File: src/shlm_pkg.sv
package shlm_pkg;

   // Line bytes kept for matching; later bytes only count toward the length.
   localparam int unsigned PrefixDepth = 5;
   localparam int unsigned CountWidth  = 16;
   localparam int unsigned LenWidth    = 8;

   localparam logic [LenWidth-1:0]   LEN_MAX   = '1;
   localparam logic [CountWidth-1:0] COUNT_MAX = '1;

   localparam logic [15:0] LIMIT_RESET   = 16'd250;
   localparam logic [7:0]  PENALTY_RESET = 8'd15;

   localparam logic [7:0] CHAR_A       = 8'h41;
   localparam logic [7:0] CHAR_C       = 8'h43;
   localparam logic [7:0] CHAR_K       = 8'h4B;
   localparam logic [7:0] CHAR_T       = 8'h54;
   localparam logic [7:0] CHAR_R       = 8'h52;
   localparam logic [7:0] CHAR_I       = 8'h49;
   localparam logic [7:0] CHAR_P       = 8'h50;
   localparam logic [7:0] CHAR_SPACE   = 8'h20;
   localparam logic [7:0] CHAR_NEWLINE = 8'h0A;
   localparam logic [7:0] CHAR_E       = 8'h45;
   localparam logic [7:0] CHAR_PLUS    = 8'h2B;
   localparam logic [7:0] CHAR_MINUS   = 8'h2D;

   localparam logic [2:0] TRIP_STATE_CLEAR  = 3'd0;
   localparam logic [2:0] TRIP_STATE_REMOTE = 3'd3;

   typedef enum logic [1:0] {
      OP_RX_BYTE   = 2'd0,
      OP_HEARTBEAT = 2'd1,
      OP_SEND_CMD  = 2'd2,
      OP_MONITOR   = 2'd3
   } op_type;

   typedef enum logic [1:0] {
      OUTCOME_NONE      = 2'd0,
      OUTCOME_ACK_OK    = 2'd1,
      OUTCOME_ACK_WRONG = 2'd2,
      OUTCOME_OTHER     = 2'd3
   } outcome_type;

   typedef enum logic [1:0] {
      TRIP_REQ_NONE     = 2'd0,
      TRIP_REQ_REMOTE   = 2'd1,
      TRIP_REQ_ACK_FAIL = 2'd2
   } trip_req_type;

   typedef enum logic {
      CSR_WRONG_ACK_LIMIT    = 1'b0,
      CSR_MISSED_ACK_PENALTY = 1'b1
   } csr_index_type;

   typedef struct packed {
      op_type     operation;
      logic [7:0] rx_byte;
      logic [7:0] command_char;
      logic [2:0] trip_state;
      logic       heartbeat_level;
   } item_type;

   // What the line buffer tells the ack controller about the line so far.
   typedef struct packed {
      logic       starts_ack;
      logic       starts_trip;
      logic       ack_form;
      logic [7:0] ack_char;
   } line_status_type;

   typedef struct packed {
      logic                  tx_valid;
      logic [7:0]            tx_char;
      outcome_type           line_outcome;
      logic                  command_accepted;
      trip_req_type          trip_request;
      logic [CountWidth-1:0] wrong_count_now;
   } result_type;

endpackage

File: src/shlm_line_buf.sv
module shlm_line_buf (
   input  logic                     clock,
   input  logic                     reset,
   input  logic                     step_en,
   input  shlm_pkg::item_type       item,
   output shlm_pkg::line_status_type status
);
   import shlm_pkg::*;

   logic [7:0]          prefix_ff [PrefixDepth];
   logic [7:0]          prefix_in [PrefixDepth];
   logic [LenWidth-1:0] length_ff;
   logic [LenWidth-1:0] length_in;
   logic                is_byte;
   logic                is_newline;

   assign is_byte    = (item.operation == OP_RX_BYTE);
   assign is_newline = (item.rx_byte == CHAR_NEWLINE);

   // A line ends at newline and starts empty again; other bytes append.
   always_comb begin
      length_in = length_ff;
      for (int i = 0; i < PrefixDepth; i++) begin
         prefix_in[i] = prefix_ff[i];
      end
      if (is_byte) begin
         if (is_newline) begin
            length_in = '0;
            for (int i = 0; i < PrefixDepth; i++) begin
               prefix_in[i] = '0;
            end
         end else begin
            for (int i = 0; i < PrefixDepth; i++) begin
               if (length_ff == LenWidth'(i)) begin
                  prefix_in[i] = item.rx_byte;
               end
            end
            if (length_ff != LEN_MAX) begin
               length_in = length_ff + 1'b1;
            end
         end
      end
   end

   always_ff @(posedge clock) begin
      if (reset) begin
         length_ff <= '0;
         for (int i = 0; i < PrefixDepth; i++) begin
            prefix_ff[i] <= '0;
         end
      end else if (step_en) begin
         length_ff <= length_in;
         for (int i = 0; i < PrefixDepth; i++) begin
            prefix_ff[i] <= prefix_in[i];
         end
      end
   end

   assign status.starts_ack  = (length_ff >= LenWidth'(3)) && (prefix_ff[0] == CHAR_A)
                               && (prefix_ff[1] == CHAR_C) && (prefix_ff[2] == CHAR_K);
   assign status.starts_trip = (length_ff >= LenWidth'(4)) && (prefix_ff[0] == CHAR_T)
                               && (prefix_ff[1] == CHAR_R) && (prefix_ff[2] == CHAR_I)
                               && (prefix_ff[3] == CHAR_P);
   assign status.ack_form    = (length_ff == LenWidth'(PrefixDepth))
                               && (prefix_ff[3] == CHAR_SPACE);
   assign status.ack_char    = prefix_ff[4];

endmodule

File: src/shlm_ack_ctrl.sv
module shlm_ack_ctrl (
   input  logic                      clock,
   input  logic                      reset,
   input  logic                      step_en,
   input  shlm_pkg::item_type        item,
   input  shlm_pkg::line_status_type status,
   input  logic [15:0]               wrong_ack_limit,
   input  logic [7:0]                missed_ack_penalty,
   output shlm_pkg::result_type      result
);
   import shlm_pkg::*;

   logic                  pending_ff;
   logic                  pending_in;
   logic [7:0]            expected_ff;
   logic [7:0]            expected_in;
   logic [CountWidth-1:0] count_ff;
   logic [CountWidth-1:0] count_in;
   logic [CountWidth-1:0] add_amount;
   logic                  add_en;
   logic [CountWidth:0]   count_sum;
   logic [CountWidth-1:0] count_sat;
   logic [7:0]            beat_char;
   logic                  tripped_local;

   assign count_sum = {1'b0, count_ff} + {1'b0, add_amount};
   assign count_sat = count_sum[CountWidth] ? COUNT_MAX : count_sum[CountWidth-1:0];

   assign tripped_local = (item.trip_state != TRIP_STATE_CLEAR)
                          && (item.trip_state != TRIP_STATE_REMOTE);
   assign beat_char = tripped_local ? CHAR_E
                                    : (item.heartbeat_level ? CHAR_PLUS : CHAR_MINUS);

   always_comb begin
      pending_in  = pending_ff;
      expected_in = expected_ff;
      add_en      = 1'b0;
      add_amount  = CountWidth'(1);
      result      = '{tx_valid: 1'b0, tx_char: 8'h00, line_outcome: OUTCOME_NONE,
                      command_accepted: 1'b0, trip_request: TRIP_REQ_NONE,
                      wrong_count_now: count_ff};
      case (item.operation)
         OP_RX_BYTE: begin
            if (item.rx_byte == CHAR_NEWLINE) begin
               if (status.starts_ack) begin
                  if (pending_ff && status.ack_form && (status.ack_char == expected_ff)) begin
                     result.line_outcome = OUTCOME_ACK_OK;
                  end else begin
                     add_en              = 1'b1;
                     result.line_outcome = OUTCOME_ACK_WRONG;
                  end
                  pending_in = 1'b0;
               end else if (status.starts_trip) begin
                  result.trip_request = TRIP_REQ_REMOTE;
               end else begin
                  result.line_outcome = OUTCOME_OTHER;
               end
            end
         end
         OP_HEARTBEAT: begin
            result.tx_valid = 1'b1;
            result.tx_char  = beat_char;
            if (!pending_ff) begin
               pending_in  = 1'b1;
               expected_in = beat_char;
            end else begin
               add_en     = 1'b1;
               add_amount = CountWidth'(missed_ack_penalty);
            end
         end
         OP_SEND_CMD: begin
            if (!pending_ff) begin
               result.tx_valid         = 1'b1;
               result.tx_char          = item.command_char;
               result.command_accepted = 1'b1;
               pending_in              = 1'b1;
               expected_in             = item.command_char;
            end else begin
               add_en = 1'b1;
            end
         end
         OP_MONITOR: begin
            if ((count_ff > wrong_ack_limit) && (item.trip_state == TRIP_STATE_CLEAR)) begin
               result.trip_request = TRIP_REQ_ACK_FAIL;
            end
         end
         default: begin
         end
      endcase

      // A correct ack clears the count; every other penalty saturates.
      if (result.line_outcome == OUTCOME_ACK_OK) begin
         count_in = '0;
      end else if (add_en) begin
         count_in = count_sat;
      end else begin
         count_in = count_ff;
      end
      result.wrong_count_now = count_in;
   end

   always_ff @(posedge clock) begin
      if (reset) begin
         pending_ff  <= 1'b0;
         expected_ff <= '0;
         count_ff    <= '0;
      end else if (step_en) begin
         pending_ff  <= pending_in;
         expected_ff <= expected_in;
         count_ff    <= count_in;
      end
   end

endmodule

File: src/safety_link_heartbeat_monitor.sv
// Channel   | Direction | Ports                        | Beat contents
// ----------+-----------+------------------------------+-------------------------------------
// request   | in        | req_tvalid/tready/tdata/tuser | one operation: byte, tick or command
// response  | out       | rsp_tvalid/tready/tdata       | one result for every request beat
// registers | in        | csr_wr_en/csr_index/csr_wdata | limit and penalty, write only
//
// A request beat is captured in the input register and resolved once the response
// register is free or emptying, when its result is loaded into it; one beat per
// cycle is sustained while the response side is ready.
// The resolve step is one pass through the line matcher and the ack controller.
// Reset is synchronous: the line, the pending ack and the count clear, the limit
// returns to 250 and the penalty to 15.
// A stalled response holds the resolved beat; the input register keeps accepting
// until it too is full, so the request side stops one beat after the response side.
module safety_link_heartbeat_monitor (
   input  logic        clock,
   input  logic        reset,
   input  logic        req_tvalid,
   output logic        req_tready,
   // rx_byte [7:0], command_char [15:8], trip_state [18:16], heartbeat_level [19],
   // zero [23:20]
   input  logic [23:0] req_tdata,
   // operation [1:0]
   input  logic [1:0]  req_tuser,
   output logic        rsp_tvalid,
   input  logic        rsp_tready,
   // tx_valid [0], tx_char [8:1], line_outcome [10:9], command_accepted [11],
   // trip_request [13:12], wrong_count_now [29:14], zero [31:30]
   output logic [31:0] rsp_tdata,
   input  logic        csr_wr_en,
   input  logic        csr_index,
   input  logic [15:0] csr_wdata
);
   import shlm_pkg::*;

   logic                      item_valid_ff;
   item_type                  item_ff;
   logic                      rsp_valid_ff;
   result_type                rsp_ff;
   logic                      step_en;
   logic [15:0]               limit_ff;
   logic [7:0]                penalty_ff;
   line_status_type           line_status;
   result_type                result;

   // The held item resolves whenever the response register is free or emptying.
   assign step_en    = item_valid_ff && (!rsp_valid_ff || rsp_tready);
   assign req_tready = !item_valid_ff || step_en;

   always_ff @(posedge clock) begin
      if (reset) begin
         item_valid_ff <= 1'b0;
      end else if (req_tready) begin
         item_valid_ff <= req_tvalid;
      end
   end

   always_ff @(posedge clock) begin
      if (req_tready && req_tvalid) begin
         item_ff.operation       <= op_type'(req_tuser);
         item_ff.rx_byte         <= req_tdata[7:0];
         item_ff.command_char    <= req_tdata[15:8];
         item_ff.trip_state      <= req_tdata[18:16];
         item_ff.heartbeat_level <= req_tdata[19];
      end
   end

   always_ff @(posedge clock) begin
      if (reset) begin
         limit_ff   <= LIMIT_RESET;
         penalty_ff <= PENALTY_RESET;
      end else if (csr_wr_en) begin
         case (csr_index_type'(csr_index))
            CSR_WRONG_ACK_LIMIT:    limit_ff   <= csr_wdata;
            CSR_MISSED_ACK_PENALTY: penalty_ff <= csr_wdata[7:0];
            default: begin
            end
         endcase
      end
   end

   shlm_line_buf u_line_buf (
      .clock   (clock),
      .reset   (reset),
      .step_en (step_en),
      .item    (item_ff),
      .status  (line_status)
   );

   shlm_ack_ctrl u_ack_ctrl (
      .clock              (clock),
      .reset              (reset),
      .step_en            (step_en),
      .item               (item_ff),
      .status             (line_status),
      .wrong_ack_limit    (limit_ff),
      .missed_ack_penalty (penalty_ff),
      .result             (result)
   );

   always_ff @(posedge clock) begin
      if (reset) begin
         rsp_valid_ff <= 1'b0;
      end else if (step_en) begin
         rsp_valid_ff <= 1'b1;
      end else if (rsp_tready) begin
         rsp_valid_ff <= 1'b0;
      end
   end

   always_ff @(posedge clock) begin
      if (step_en) begin
         rsp_ff <= result;
      end
   end

   assign rsp_tvalid = rsp_valid_ff;
   assign rsp_tdata  = {2'b00, rsp_ff.wrong_count_now, rsp_ff.trip_request,
                        rsp_ff.command_accepted, rsp_ff.line_outcome,
                        rsp_ff.tx_char, rsp_ff.tx_valid};

endmodule

File: config.mk
export PLATFORM = sky130hd
export DESIGN_NAME = safety_link_heartbeat_monitor
export DESIGN_NICKNAME = d
export VERILOG_FILES = /design/src/shlm_pkg.sv /design/src/shlm_line_buf.sv /design/src/shlm_ack_ctrl.sv /design/src/safety_link_heartbeat_monitor.sv
export SDC_FILE = /design/constraint.sdc
export NUM_CORES = 1
export LEC_CHECK = 0
export BUFFER_PORTS_ARGS = -buffer_cell sky130_fd_sc_hd__buf_2
export CAP_MARGIN = 20
export CORE_AREA = 2 2 162 164
export DETAILED_ROUTE_END_ITERATION = 6
export DIE_AREA = 0 0 164 166
export SLEW_MARGIN = 5
export SYNTH_ARGS = -nofsm -noshare
export SYNTH_HDL_FRONTEND = slang
export SYNTH_HIERARCHICAL = 1
export SYNTH_SLANG_ARGS = --single-unit
File: constraint.sdc
create_clock -name clock -period 3.2 [get_ports clock]
set_input_delay 0.48 -clock clock [delete_from_list [all_inputs] [get_ports clock]]
set_output_delay 0.48 -clock clock [all_outputs]
set_load 0.01 [all_outputs]
==> results of run 1 <==
synthesized netlist by cell type, drive strengths merged, types with 16 or more instances:
| master | number | area (µm²) |
|---|---|---|
| a21oi | 40 | 219 |
| and3 | 21 | 133 |
| buf | 27 | 220 |
| dfxtp | 59 | 1180 |
| edfxtp | 92 | 2760 |
| ha | 32 | 400 |
| inv | 32 | 120 |
| mux2i | 16 | 160 |
| nand2 | 31 | 119 |
| nand3 | 19 | 95.1 |
| nor2 | 59 | 229 |
| o21ai | 24 | 158 |
state kept, by name, summed over array words and instances, names as in the netlist:
| name | count |
|---|---|
| item_valid_ff | 1 |
| rsp_tdata | 30 |
| limit_ff | 16 |
| penalty_ff | 8 |
| u_ack_ctrl/count_ff | 16 |
| rsp_tvalid | 1 |
| u_ack_ctrl/expected_ff | 8 |
| u_line_buf/prefix_ff | 40 |
| u_line_buf/length_ff | 8 |
| u_ack_ctrl/pending_ff | 1 |
| item_ff | 22 |
timing repair:
action	4_1_cts	5_1_grt
setup buffers	0	2
resized for setup	1	15
pin swaps	0	3
setup endpoints to repair	2	32
cell type report:
| cell class | instances | area (µm²) |
|---|---|---|
| clock buffer | 17 | 425 |
| clock inverter | 15 | 158 |
| fill | 2520 | 16600 |
| inverter | 32 | 120 |
| multi-input combinational | 457 | 3290 |
| sequential | 151 | 3940 |
| tap | 335 | 419 |
| timing repair buffer | 113 | 673 |
cell families after synthesis:
logic type / Yosys count / synth area share, %
flops: 151 / 52.4
buf+inv: 71 / 5.12
other cells: 1 / 0.0498
xor+xnor: 13 / 1.51
fa+ha+maj: 33 / 5.58
mux: 16 / 2.13
simple gates: 248 / 19.3
compound gates: 145 / 14.0
final timing paths:
path	start	end	slack, ns	depth (start not counted)
setup / recovery	item_ff[20]$_DFFE_PP_	rsp_tdata[21]$_DFFE_PP_	0.17	10
hold / removal	req_tdata[13]	item_ff[9]$_DFFE_PP_	0.22	1
setup reg to reg	item_ff[20]$_DFFE_PP_	rsp_tdata[21]$_DFFE_PP_	0.17	10
hold reg to reg	item_valid_ff$_SDFFE_PP0P_	rsp_tvalid$_SDFFE_PP0P_	0.46	2
where the power goes:
group          internal, mW  leakage [nW]  total (mW)  switching [mW]
sequential             2.16          1.39        2.21          0.0461
combinational         0.143          1.81       0.351           0.208
clock                  1.04         0.278        1.95           0.909
total                  3.35          3.48        4.51            1.16
layer usage:
| metal | GRT usage [%] | share of wire, % | vias to the layer above |
|---|---|---|---|
| met5 | 0 | 0 | - |
| met3 | 2.55 | 3.5 | 21 |
| met1 | 17.9 | 48 | 2561 |
| met2 | 20.3 | 47 | 102 |
| li1 | - | - | 2713 |
| met4 | 4.92 | 1.8 | 0 |
through the flow:
| stage | cells | total power [mW] | instance area (µm²) | util (%) |
|---|---|---|---|---|
| after floorplan | 679 | 2.47 | 7540 | - |
| after global placement | 1086 | 2.59 | 8350 | 32.6 |
| after detailed placement | 1086 | 2.60 | 8350 | 32.6 |
| after CTS | 1118 | 4.56 | 8940 | 34.9 |
| after global routing | 1120 | 4.68 | 9030 | 35.2 |
| final | 1120 | 4.51 | 9030 | 35.2 |
cells in the final DEF (no fill, tap or decap), drive strengths merged, types with 6 or more instances in the layout:
cell,n
a211oi,14
a21o,7
a21oi,40
a311oi,7
a31oi,7
and2,13
and3,21
buf,113
clkbuf,17
dfxtp,59
edfxtp,92
ha,32
inv,41
mux2i,16
nand2,31
nand2b,15
nand3,19
nand4,12
nand4bb,7
nor2,59
nor2b,14
nor3,13
nor3b,6
nor4,7
o21ai,24
xnor2,10
==> results.ini, run 1 <==
[status]
status=completed

[clock_network]
root_buffer=clkbuf_16
clockBufferDepth=2
cts_inserted_buffers=17
cts_tree=yes
cts_num_sinks=151
cts_htree_levels=4
clkLatencyLatePin_ns=0.43
clkTransAtPathRegs_ns=0.07
hold_buffers=0

[yosys]
synth_edf_count=92
synth-warning-count=6
syn_inst=678
syn_area_per_cell_um2=11.1
synth-seq-area-share_pct=52.4
ys_ff_latch=151
synthesis.area_mm2=0.00753
synth-async-reset-ratio_pct=0
ys.flop_type=edfxtp_1
synth_cell_types=75

[die]
num_rows=59
dieArea_mm2=0.0272
die_w_um=164
io_pins=82
fp.coreArea_mm2=0.0256
start_util_pct=29.4
die_y_um=166

[setup_path]
cp_top_family=adder cells
criticalPathCategory=reg -> reg
crit_chain=ha_1, buf_4, and3_1, fa_1, a211oi_2, o21ai_2, o211ai_1, nand2_2, nor3_1, nor3b_1
critPathMaxFanout=9
start_kind=flop
slowest_stage=fa_1
endpoint_kind=flop
arrival_ns=3.21
required_ns=3.38
crit_buf_inv=1
cp_slowest_stage_delay_ns=0.48

[place]
gp_congestion=0.841
dpl.hpwl_mm=12.7
dp_worst_setup_slack_ns=0.00827
port_buffers=75

[timing]
fin_hold_ws_ns=0.218
tightest_slew_ns=0.719
drv_slew=0
fin_ws_ns=0.165
fmax_mhz=330
maxSlewHeadroom_pct=51.8
layout_min_cycle_time_ns=3.03
skew_ns=0.00866
finalSetupViolCount=0
finalHoldViolations=0
tns_ns=0
period_share_pct=94.8

[drt]
route.antenna.remaining_nets=0
vias=5397
dr.first_iter.drc_count=417
first_pass_iters=4
routed_wl_mm=17.4
drc=0
via_per_inst=4.82
routedWlPerCell_um=15.6

[final_layout]
drive_gt1_share_pct=25.1
n_antenna_cell=0
areaGrowthSynthToFinish_pct=19.9
nNetsFinal=853

[global_routing]
grt_util_all_layers_pct=13.0
grt_pass1_vias=5237
grt_max_degree=58
grt_pass1_wl_mm=27.9
overflow=0
grt_antenna_before_repair=0

[power]
power_density_mw_per_mm2=500
leakage_nw=3.48
vdd_ir_drop_max_mv=0.357

[run]
maxCapViolations=0

[hold_path]
hold_path.class=in -> reg

Power figures use the tool's default switching activity.
==> inputs of run 2 (changes only) <==
==> constraint.sdc (replaced) <==
create_clock -name clock -period 3 [get_ports clock]
set_input_delay 0.45 -clock clock [delete_from_list [all_inputs] [get_ports clock]]
set_output_delay 0.45 -clock clock [all_outputs]
set_load 0.01 [all_outputs]
==> results.ini, run 2 (synthesis gave the netlist of run 1 again) <==
[timing]
drv_slew=0
layout_min_cycle_time_ns=2.97
tightest_slew_ns=0.632
skew_ns=0.0100
period_share_pct=99.1
finalSetupViolCount=0
fmax_mhz=337
maxSlewHeadroom_pct=57.3
rsz0062_at_grt=true
finalHoldViolations=0

[place]
dpl.hpwl_mm=12.9
placed_cell_area_mm2=0.00843
port_buffers=75
gp_congestion=0.837

[global_routing]
grt_pass1_vias=5268
grt_max_degree=45
grt_pass1_wl_mm=27.8
overflow=0
grt_util_all_layers_pct=13.1
grt_antenna_before_repair=0

[run]
maxCapViolations=0

[hold_path]
whs_path_depth=1
hold_end=item_ff[19]$_DFFE_PP_
hold_path.class=in -> reg
min_from=req_tdata[7]

[setup_path]
critPathMaxFanout=7
r2r_end=rsp_tdata[23]$_DFFE_PP_
path_common_cell=buf_4
start_kind=flop
reg2reg_slack_ns=0.03
required_ns=3.17
cp_slowest_stage_delay_ns=0.52
criticalPathCategory=reg -> reg
reg2reg_from=u_line_buf/prefix_ff[0][15]$_SDFFCE_PN0P_
r2r_cells=13
crit_chain=nor4bb_2, nand4_1, nor4_1, buf_4, o2111a_2, inv_2, or4_4, nor4_4, buf_4, buf_12, buf_4, buf_4, a21oi_1
arrival_ns=3.14
endpoint_kind=flop
slowest_stage=or4_4

[final_layout]
areaGrowthSynthToFinish_pct=22.6
fillerInstances=2542
largest_register_ff_count=40
largest_register=u_line_buf/prefix_ff
drive_gt1_share_pct=28.2
n_antenna_cell=0
most-common-layout-cells=edfxtp_1 (92), buf_2 (75), dfxtp_1 (59)
final_common_cell=edfxtp_1
final_area_mm2=0.00924
nNetsFinal=867

[die]
fp.coreArea_mm2=0.0256
start_util_pct=29.4
die_w_um=164
num_rows=59
die_y_um=166
dieArea_mm2=0.0272
io_pins=82

[drt]
routed_wl_mm=17.7
route.antenna.remaining_nets=0
dr.first_iter.drc_count=401
via_per_inst=4.90
routedWlPerCell_um=15.6
first_pass_iters=4
drc=0
vias=5561

[clock_network]
clkTransAtPathRegs_ns=0.06
root_buffer=clkbuf_16
clockBufferDepth=2
cts_num_sinks=151
cts_inserted_buffers=17
clkLatencyLatePin_ns=0.43
hold_buffers=0
cts_htree_levels=4
cts_tree=yes

[status]
status=completed

[power]
power_density_mw_per_mm2=511
finalPower_mw=4.72
vdd_ir_drop_max_mv=0.374
leakage_nw=3.55

==> run 2: cell type report <==
cell class | instances | area, µm² | area share (%)
clock buffers | 20 | 437 | 4.73
inverters | 32 | 120 | 1.30
clock inverters | 12 | 106 | 1.15
repair buffers | 127 | 807 | 8.74
multi-input cells | 457 | 3400 | 36.8
well taps | 335 | 419 | 4.54
flip-flops and latches | 151 | 3940 | 42.7
==> run 2: worst max path at each step <==
stage | depth (start not counted) | endpoint | start
3_5_place_dp | 11 | rsp_tdata[26]$_DFFE_PP_ | u_line_buf/prefix_ff[0][18]$_SDFFCE_PN0P_
2_1_floorplan | 13 | u_ack_ctrl/count_ff[11]$_SDFFE_PP0P_ | item_ff[21]$_DFFE_PP_
4_1_cts | 12 | u_ack_ctrl/count_ff[1]$_SDFFE_PP0P_ | u_line_buf/length_ff[5]$_SDFFE_PP0P_
3_3_place_gp | 12 | u_ack_ctrl/count_ff[14]$_SDFFE_PP0P_ | u_line_buf/prefix_ff[0][5]$_SDFFCE_PN0P_
6_report | 13 | rsp_tdata[23]$_DFFE_PP_ | u_line_buf/prefix_ff[0][15]$_SDFFCE_PN0P_
5_1_grt | 13 | rsp_tdata[28]$_DFFE_PP_ | u_line_buf/prefix_ff[0][15]$_SDFFCE_PN0P_
==> run 2: critical path, delay by kind of cell, from the launching register on <==
kind                   cells  cell delay, ns
flip-flops                 1            0.38
AO/OA/AOI/OAI              2            0.28
buffers and inverters      6            0.72
AND/OR/NAND/NOR            5            1.34
==> run 2: through the flow <==
step                std cells  setup WS, ns  utilization (%)  hold slack, ns  setup TNS [ns]
CTS                      1129        0.0115             35.2           0.180               0
detailed placement       1096        -0.111             32.9           0.456           -1.24
floorplan                 679       0.00243                -           0.426               0
global placement         1096       -0.0875             32.9           0.455          -0.912
finish                   1134        0.0282             36.1           0.195               0
global route             1134       -0.0886             36.1           0.181          -0.683
==> run 2: metal layers <==
metal	track usage (%)	part of all wire (%)
met1	17.8	49
met3	2.70	3.5
met2	20.1	45
met5	0	0
met4	5.99	2.7
==> run 2: what timing repair did <==
action                     4_1_cts  5_1_grt
pin swaps                        1        1
gates resized for setup          5       37
buffers inserted                 1        4
setup endpoints to repair       29       24
cloned                           0        1
==> run 2: power by group <==
part	total (mW)	internal, mW	switching [mW]
registers	2.36	2.31	0.0514
clock network	1.98	1.14	0.846
logic	0.379	0.156	0.223
total	4.72	3.60	1.12
==> inputs of run 3 (changes only) <==
--- a/config.mk
+++ b/config.mk
@@ -7,9 +7,9 @@
 export LEC_CHECK = 0
 export BUFFER_PORTS_ARGS = -buffer_cell sky130_fd_sc_hd__buf_2
 export CAP_MARGIN = 20
-export CORE_AREA = 2 2 162 164
+export CORE_AREA = 2 2 150 152
 export DETAILED_ROUTE_END_ITERATION = 6
-export DIE_AREA = 0 0 164 166
+export DIE_AREA = 0 0 152 154
 export SLEW_MARGIN = 5
 export SYNTH_ARGS = -nofsm -noshare
 export SYNTH_HDL_FRONTEND = slang
==> results.ini, run 3 (synthesis gave the netlist of run 1 again) <==
[power]
swShare_pct=24.6
comb_power_share_pct=7.9
power_density_mw_per_mm2=519
p_int_mw=3.62
switching_power_mw=1.18
vdd_ir_drop_max_mv=0.381
finalPower_mw=4.80
leakage_nw=3.57
clockPowerShare_pct=43.0
p_seq_share_pct=49.1

[clock_network]
clockBufferDepth=2
clkLatencyLatePin_ns=0.43
cts_num_sinks=151
cts_tree=yes
clkTransAtPathRegs_ns=0.07
hold_buffers=0
cts_htree_levels=4
cts_inserted_buffers=17
root_buffer=clkbuf_16

[timing]
skew_ns=0.0102
finalSetupViolCount=0
tns_ns=0
layout_min_cycle_time_ns=2.89
fmax_mhz=346
maxSlewHeadroom_pct=54.8
rsz0062_at_grt=true
fin_ws_ns=0.107
period_share_pct=96.4
tightest_slew_ns=0.674
drv_slew=0
finalHoldViolations=0

[final_layout]
most-common-layout-cells=edfxtp_1 (92), buf_2 (75), dfxtp_1 (59)
utilization_pct=42.6
final_common_cell=edfxtp_1
n_antenna_cell=0
largest_register_ff_count=40
drive_gt1_share_pct=29.3
areaGrowthSynthToFinish_pct=22.7
largest_register=u_line_buf/prefix_ff
nNetsFinal=866

[setup_path]
start_kind=flop
crit_chain=ha_2, buf_4, and3_1, ha_1, a41oi_1, a21oi_1, or2_2, a31oi_1, a211oi_2
r2r_cells=9
reg2reg_from=item_ff[20]$_DFFE_PP_
criticalPathCategory=reg -> reg
cp_slowest_stage_delay_ns=0.44
reg2reg_slack_ns=0.11
endpoint_kind=flop
arrival_ns=3.05
startpoint=item_ff[20]$_DFFE_PP_
required_ns=3.16
crit_end=rsp_tdata[27]$_DFFE_PP_
slowest_stage=edfxtp_1
critPathMaxFanout=8
r2r_end=rsp_tdata[27]$_DFFE_PP_

[hold_path]
hold_path.class=in -> reg
whs_path_depth=1

[drt]
routedWlPerCell_um=16.4
route.antenna.remaining_nets=0
first_pass_iters=5
drc=0
dr.first_iter.drc_count=351
vias=5522
via_per_inst=5.12
routed_wl_mm=17.7

[global_routing]
gr-usage-met1_pct=21.0
top_usage_layer=met2
grt_antenna_before_repair=0
grtUsageMet2_pct=23.2
overflow=0
grt_util_all_layers_pct=15.2
grt_max_degree=55
gr-usage-met3_pct=3.35
grt_pass1_vias=5427
grt_pass1_wl_mm=28.3

[die]
die_y_um=154
dieArea_mm2=0.0234
fp.coreArea_mm2=0.0217
io_pins=82
num_rows=54
start_util_pct=34.7
die_w_um=152

[place]
dp_worst_setup_slack_ns=-0.114
dpl.hpwl_mm=12.3
port_buffers=75
gp_congestion=0.853

[run]
maxCapViolations=0

[status]
status=completed

[run 3: cell type report]
type | count | area [µm²]
Fill cell | 2044 | 12400
Timing Repair Buffer | 126 | 820
Tap cell | 280 | 350
Clock buffer | 17 | 425
Inverter | 32 | 120
Sequential cell | 151 | 3940
Clock inverter | 15 | 140
Multi-Input combinational cell | 457 | 3440
[run 3: through the flow]
stage                     cell area, µm²  std cells  hold slack, ns
after floorplan                     7540        679           0.426
after global placement              8380       1042           0.457
after detailed placement            8380       1042           0.461
after CTS                           8980       1074           0.167
after global routing                9240       1078           0.173
final                               9240       1078           0.189
[run 3: power groups by stage]
stage,clock network (mW),logic (mW),registers (mW)
2_1_floorplan,0,0.239,2.40
3_3_place_gp,0,0.366,2.40
3_5_place_dp,0,0.370,2.40
4_1_cts,2.12,0.374,2.36
5_1_grt,2.20,0.420,2.37
6_report,2.06,0.378,2.36
[run 3: per-layer routing]
layer  vias to the layer above  part of all wire, %
met5                         -                    0
met1                      2648                   49
li1                       2732                    -
met3                        15                  3.7
met2                       127                   46
met4                         0                  1.1
[run 3: what timing repair did]
| item | in CTS | in global routing |
|---|---|---|
| gates resized for setup | 6 | 46 |
| pin swaps | 4 | 16 |
| hold endpoints to repair | 0 | 0 |
| gates cloned | 0 | 1 |
| buffers inserted | 0 | 4 |
| endpoints found under the setup margin | 30 | 32 |
[run 3: critical path, delay by kind of cell (launching register included)]
| family | cells | cell delay, ns |
|---|---|---|
| compound gates | 4 | 0.85 |
| simple gates | 2 | 0.55 |
| fa+ha+maj | 2 | 0.61 |
| flops | 1 | 0.44 |
| buf+inv | 1 | 0.16 |
[run 3: how the worst min path moves through the flow]
stage / startpoint / to / slack, ns
final: req_tdata[7] / item_ff[19]$_DFFE_PP_ / 0.19
after global routing: req_tdata[7] / item_ff[19]$_DFFE_PP_ / 0.17
after CTS: req_tdata[15] / item_ff[11]$_DFFE_PP_ / 0.17
after detailed placement: item_valid_ff$_SDFFE_PP0P_ / rsp_tvalid$_SDFFE_PP0P_ / 0.46
after global placement: item_valid_ff$_SDFFE_PP0P_ / rsp_tvalid$_SDFFE_PP0P_ / 0.46
after floorplan: penalty_ff[0]$_SDFFE_PP1P_ / penalty_ff[0]$_SDFFE_PP1P_ / 0.43
